## config.mk

```make
export PLATFORM = sky130hd
export DESIGN_NAME = mald_cfg_regs_flat
export DESIGN_NICKNAME = d
export VERILOG_FILES = /design/src/hw/rtl/mald_pkg.sv /design/src/hw/rtl/mald_if.sv /design/src/hw/rtl/mald_cfg_regs.sv /design/src/flat_wrapper.sv
export SDC_FILE = /design/constraint.sdc
export NUM_CORES = 1
export LEC_CHECK = 0
export ABC_AREA = 0
export BUFFER_PORTS_ARGS = -buffer_cell sky130_fd_sc_hd__buf_2
export CAP_MARGIN = 20
export CORE_AREA = 2 2 39 41
export CTS_BUF_LIST = sky130_fd_sc_hd__clkbuf_4 sky130_fd_sc_hd__clkbuf_8
export DETAILED_ROUTE_END_ITERATION = 7
export DIE_AREA = 0 0 41 43
export HOLD_SLACK_MARGIN = 0.06
export PLACE_DENSITY_LB_ADDON = 0.12
export SKIP_LAST_GASP = 1
export SLEW_MARGIN = 15
export SYNTH_ARGS = -nofsm -noshare
export SYNTH_HDL_FRONTEND = slang
export SYNTH_SLANG_ARGS = --single-unit
```

## constraint.sdc

```tcl
create_clock -name clk -period 0.8 [get_ports clk]
set_input_delay 0.04 -clock clk [delete_from_list [all_inputs] [get_ports clk]]
set_output_delay 0.04 -clock clk [all_outputs]
set_load 0.02 [all_outputs]
```

## src/hw/rtl/mald_pkg.sv

```systemverilog
`timescale 1ns / 1ps
// Shared types, widths and constants of the motion-adaptive luma deinterlacer.
// Used by the channel interfaces and by every module of the block.
package mald_pkg;

	localparam int LUMA_W     = 8;
	localparam int COL_W      = 10;
	localparam int PAIR_W     = 9;
	localparam int ROW_W      = PAIR_W + 1;
	localparam int DIM_W      = 12;
	localparam int CFG_IDX_W  = 2;
	localparam int CFG_DATA_W = 8;

	localparam int DEF_FRAME_WIDTH  = 768;
	localparam int DEF_FRAME_HEIGHT = 576;

	localparam logic [LUMA_W-1:0] LUMA_MAX     = 8'd255;
	localparam logic [LUMA_W-1:0] THRESH_RESET = 8'd16;

	localparam logic [CFG_IDX_W-1:0] REG_THRESHOLD      = 2'd0;
	localparam logic [CFG_IDX_W-1:0] REG_HIST_KEEPS_OUT = 2'd1;
	localparam logic [CFG_IDX_W-1:0] REG_MARK_MOTION    = 2'd2;

	typedef struct packed {
		logic [COL_W-1:0]  column;
		logic [PAIR_W-1:0] line_pair;
		logic [LUMA_W-1:0] top_luma;
		logic [LUMA_W-1:0] middle_luma;
		logic [LUMA_W-1:0] below_luma;
	} pix_in_t;

	typedef struct packed {
		logic [LUMA_W-1:0] even_luma;
		logic [LUMA_W-1:0] odd_luma;
		logic              motion_found;
	} pix_out_t;

	typedef struct packed {
		logic [LUMA_W-1:0] motion_threshold;
		logic              history_keeps_output;
		logic              mark_motion;
	} cfg_t;

	typedef struct packed {
		logic              even_we;
		logic              odd_we;
		logic [LUMA_W-1:0] even_data;
		logic [LUMA_W-1:0] odd_data;
	} hist_wr_t;

	function automatic logic [LUMA_W-1:0] absdiff(input logic [LUMA_W-1:0] a,
		input logic [LUMA_W-1:0] b);
		return (a > b) ? (a - b) : (b - a);
	endfunction

endpackage

```

## src/hw/rtl/mald_if.sv

```systemverilog


interface mald_cfg_if import mald_pkg::*; ();
	logic                  valid;
	logic                  ready;
	logic [CFG_IDX_W-1:0]  index;
	logic [CFG_DATA_W-1:0] data;
	modport source (output valid, output index, output data, input ready);
	modport sink (input valid, input index, input data, output ready);
endinterface

```

## src/hw/rtl/mald_cfg_regs.sv

```systemverilog
`timescale 1ns / 1ps
// Configuration register file of the deinterlacer, written over the cfg channel.
// Depends on mald_pkg and mald_cfg_if.
module mald_cfg_regs import mald_pkg::*; (
	input  logic          clk,
	input  logic          arst_n,
	mald_cfg_if.sink      cfg,
	output cfg_t          regs
);

	cfg_t regs_q;

	assign cfg.ready = 1'b1;
	assign regs = regs_q;

	always_ff @(posedge clk or negedge arst_n) begin
		if (!arst_n) begin
			regs_q.motion_threshold     <= THRESH_RESET;
			regs_q.history_keeps_output <= 1'b0;
			regs_q.mark_motion          <= 1'b0;
		end else if (cfg.valid) begin
			unique case (cfg.index)
				REG_THRESHOLD:      regs_q.motion_threshold <= cfg.data[LUMA_W-1:0];
				REG_HIST_KEEPS_OUT: regs_q.history_keeps_output <= cfg.data[0];
				REG_MARK_MOTION:    regs_q.mark_motion <= cfg.data[0];
				default: begin
				end
			endcase
		end
	end

endmodule

```

## src/flat_wrapper.sv

```systemverilog
// flat-port wrapper written by rule: the top's interface ports become plain ports
module mald_cfg_regs_flat import mald_pkg::*;
  (clk, arst_n, regs, cfg_valid, cfg_index, cfg_data, cfg_ready);
  mald_cfg_if cfg_i ();
  input  logic clk;
  input  logic arst_n;
  output cfg_t regs;
  input wire logic [$bits(cfg_i.valid)-1:0] cfg_valid;
  input wire logic [$bits(cfg_i.index)-1:0] cfg_index;
  input wire logic [$bits(cfg_i.data)-1:0] cfg_data;
  output wire logic [$bits(cfg_i.ready)-1:0] cfg_ready;
  assign cfg_i.valid = cfg_valid;
  assign cfg_i.index = cfg_index;
  assign cfg_i.data = cfg_data;
  assign cfg_ready = cfg_i.ready;
  mald_cfg_regs u_core (.clk(clk), .arst_n(arst_n), .cfg(cfg_i), .regs(regs));
endmodule
```

-- Word level (Yosys, flattened, before mapping)
Cells that the tools add are included.
W data, S select, Z words.
- output and inout bits: 11
- bits of input ports: 13
- register bits: 10
- eq/ne operators: 2
- reduce and logical (&&, ||, !) cells: 4
- operators by type and width (operator ; count):
    $reduce_and A2 Y1 ; 3
    $eq A2 B1 Y1 const B ; 1
    $eq A2 B2 Y1 const B ; 1
    $logic_not A2 Y1 ; 1

-- Logic depth before layout (Yosys ltp)
- word-level depth: 2
- depth in mapped cells: 2

-- Worst setup path before layout
No wires, ideal clock.
- path kind: input to register
- from: input port cfg_index[0]
- to: register u_core.regs_q (netlist bit u_core.regs[2])
- slack: -63 ps
- path buffers: 0
- cell stages on the path: 2
- arrival time: 738 ps
- cells stage by stage: nor3b_4 mux2_2
- word-level cells in the longest chain between the ends: 2
- RTL lines (item ; line ; text):
    start, declared ; flat_wrapper.sv:9 ; input wire logic [$bits(cfg_i.index)-1:0] cfg_index;
    $logic_not A2 Y1 ; mald_cfg_regs.sv:22 ; unique case (cfg.index)
    $reduce_and A2 Y1 (no source line) ; -- ;
    end, declared ; mald_cfg_regs.sv:11 ; cfg_t regs_q;
No other way between the ends.
A chain may end at the register's enable or synchronous reset.

-- Final worst setup path
- from: register u_core.regs_q (netlist bit u_core.regs[6])
- to: output port regs[6] (netlist name)
- RTL lines (item ; line ; text):
    end, declared ; flat_wrapper.sv:7 ; output cfg_t regs;
No word-level cell between the ends.

==> results.json <==
{
  "layout-drive-gt1-share": 0.695,
  "ys_top_cells_by_area": "dfrtp_1 (55%), mux2_2 (28%), dfstp_2 (6.4%)",
  "max_freq_ghz": 1.05,
  "root_buffer": "clkbuf_4",
  "drt_wl_total_um": 922,
  "vias": 320,
  "fp.dieW_um": 41,
  "final_cell_mix": "buf_2 (10), buf_6 (10), mux2_2 (8), dlygate4sd3_1 (7), dfrtp_1 (7)",
  "tritoncts": "built",
  "syn_avg_cell_area_um2": 16.4,
  "setup_viol": 10,
  "synth_top_area_frac": 0.550,
  "yosysTopAreaCell": "dfrtp_1",
  "viasPerCell": 4.27,
  "place.gp.congestion": 0.547,
  "syn_nets": 38,
  "min_path_type": "in -> reg",
  "violations": "setup timing",
  "totalPowerFinal_w": 0.00168,
  "cts_buffers": 3,
  "cpPeakStageDelay_ns": 0.54,
  "setup.worst_path.end_class": "output pin",
  "p_leak_nw": 0.354,
  "grt_max_degree": 11,
  "grt_pass1_vias": 341,
  "layout_setup_ws_ns": -0.155,
  "postCtsHoldBufs": 8,
  "ios": 24,
  "synth_area_um2": 409,
  "ff_latch_area_um2": 254,
  "worst-path-buf-inv": 1,
  "htree_levels": 1,
  "grt_pass1_wl_mm": 1.48,
  "fin_crit_ns": 0.955,
  "antenna_cells": 0,
  "multiInputGateArea_um2": 158,
  "powerDensity_nw_per_um2": 2280,
  "synth_seq_cells": 10,
  "clk_latency_ns": 0.26,
  "largest_register_ffs": 10,
  "ant_nets": 0,
  "cts.path.max_buffers": 2,
  "drv_cap": 0,
  "tns_ns": -0.436,
  "cpMaxStageDelayCell": "dfstp_2",
  "final.fill_count": 124,
  "grt-ovfl-total": 0,
  "ys.warnings.count": 0,
  "arrival_ns": 0.91,
  "grt.total_usage": 0.132,
  "vdd_drop_max_mv": 1.00,
  "rsz0062_at_grt": "yes",
  "die_height_um": 43,
  "antenna_found_initial": 0,
  "drt-initial-drc-count": 4,
  "status": "finished with violations",
  "crit_family": "flip-flops",
  "drc": 0,
  "finClkSkew_ns": 0,
  "post-route-cell-area_um2": 736,
  "place_ws_ns": -0.206,
  "rows": 14,
  "clk_pin_slew_worst_paths_ns": 0.07,
  "dpl.hpwl_um": 705,
  "ys_types": 7,
  "core-area_um2": 1380,
  "wl_per_cell_um": 12.3,
  "nets": 73,
  "syn_inst": 25,
  "start_util": 0.296,
  "slew_violations": 0,
  "cp_cell_sequence": "buf_6",
  "hold_viol": 0,
  "cts_setup_buffers": 0,
  "area_growth_pct": 79.8,
  "critPathRequiredTime_ns": 0.76,
  "fin_crit_sh": 1.19,
  "critical_path_class": "reg -> out",
  "portBuffers": 22,
  "firstDrtPassIters": 2,
  "clock-sinks": 10,
  "die_area_um2": 1760,
  "place_area_um2": 564,
  "cp_max_fo": 2,
  "yosysSeqAreaShare": 0.615,
  "cp-start-kind": "flop"
}
cells by family (layout without fill, tap and decap cells):
| group | count (synthesis) | count (layout) | synth area share |
|---|---|---|---|
| buffers and inverters | 1 | 35 | 0.0184 |
| flip-flops | 10 | 10 | 0.615 |
| multiplexers | 10 | 10 | 0.275 |
| other | 1 | 1 | 0.00917 |
| AND/OR/NAND/NOR | 3 | 3 | 0.0826 |
per-layer routing:
layer,GRT usage,part of all wire,vias up
li1,-,-,155
met1,0.136,0.36,149
met2,0.209,0.54,14
met3,0.0838,0.079,2
met4,0.0400,0.012,0
met5,0,0,-
final timing paths:
kind	depth (start not counted)	from	to	slack, ns
worst max-delay path	1	u_core.regs[6]$_DFFE_PN1P_	regs[6]	-0.15
worst min-delay path	2	cfg_data[0]	u_core.regs[0]$_DFFE_PN0P_	0.04
worst max register to register	1	u_core.regs[1]$_DFFE_PN0P_	u_core.regs[1]$_DFFE_PN0P_	0.01
worst min register to register	1	u_core.regs[2]$_DFFE_PN0P_	u_core.regs[2]$_DFFE_PN0P_	0.53
max in group asynchronous	2	arst_n	u_core.regs[6]$_DFFE_PN1P_	0.39
min in group asynchronous	2	arst_n	u_core.regs[2]$_DFFE_PN0P_	0.16
repair_timing:
action                                 in CTS  in global routing
resized for setup                          20                  1
setup endpoints to repair                  10                 14
pin swaps                                   0                  0
endpoints found under the hold margin      20                  3
layout make-up:
cell class | instances | area share
Multi-Input combinational cell | 14 | 0.214
Clock buffer | 4 | 0.0493
Tap cell | 16 | 0.0272
Sequential cell | 10 | 0.345
Timing Repair Buffer | 31 | 0.364
report_power, final:
group | leakage [nW] | switching (W) | internal, W
Clock | 0.0210 | 0.000172 | 0.000276
Combinational | 0.218 | 0.000227 | 0.000320
Sequential | 0.115 | 0.0000671 | 0.000613
synthesized netlist by cell type:
cell type	instances
mux2_2	10
dfrtp_1	9
dfstp_2	1
conb_1	1
nor3b_4	1
nand3b_1	2
buf_4	1
through the flow:
step	utilization	instances	hold slack, ns
after floorplan	-	25	-0.256
after detailed placement	0.408	65	-0.0890
after global placement	0.408	65	-0.0934
after CTS	0.537	77	0.0277
final	0.532	75	0.0356
after global routing	0.532	75	0.0274
(Power assumes the default switching activity.)
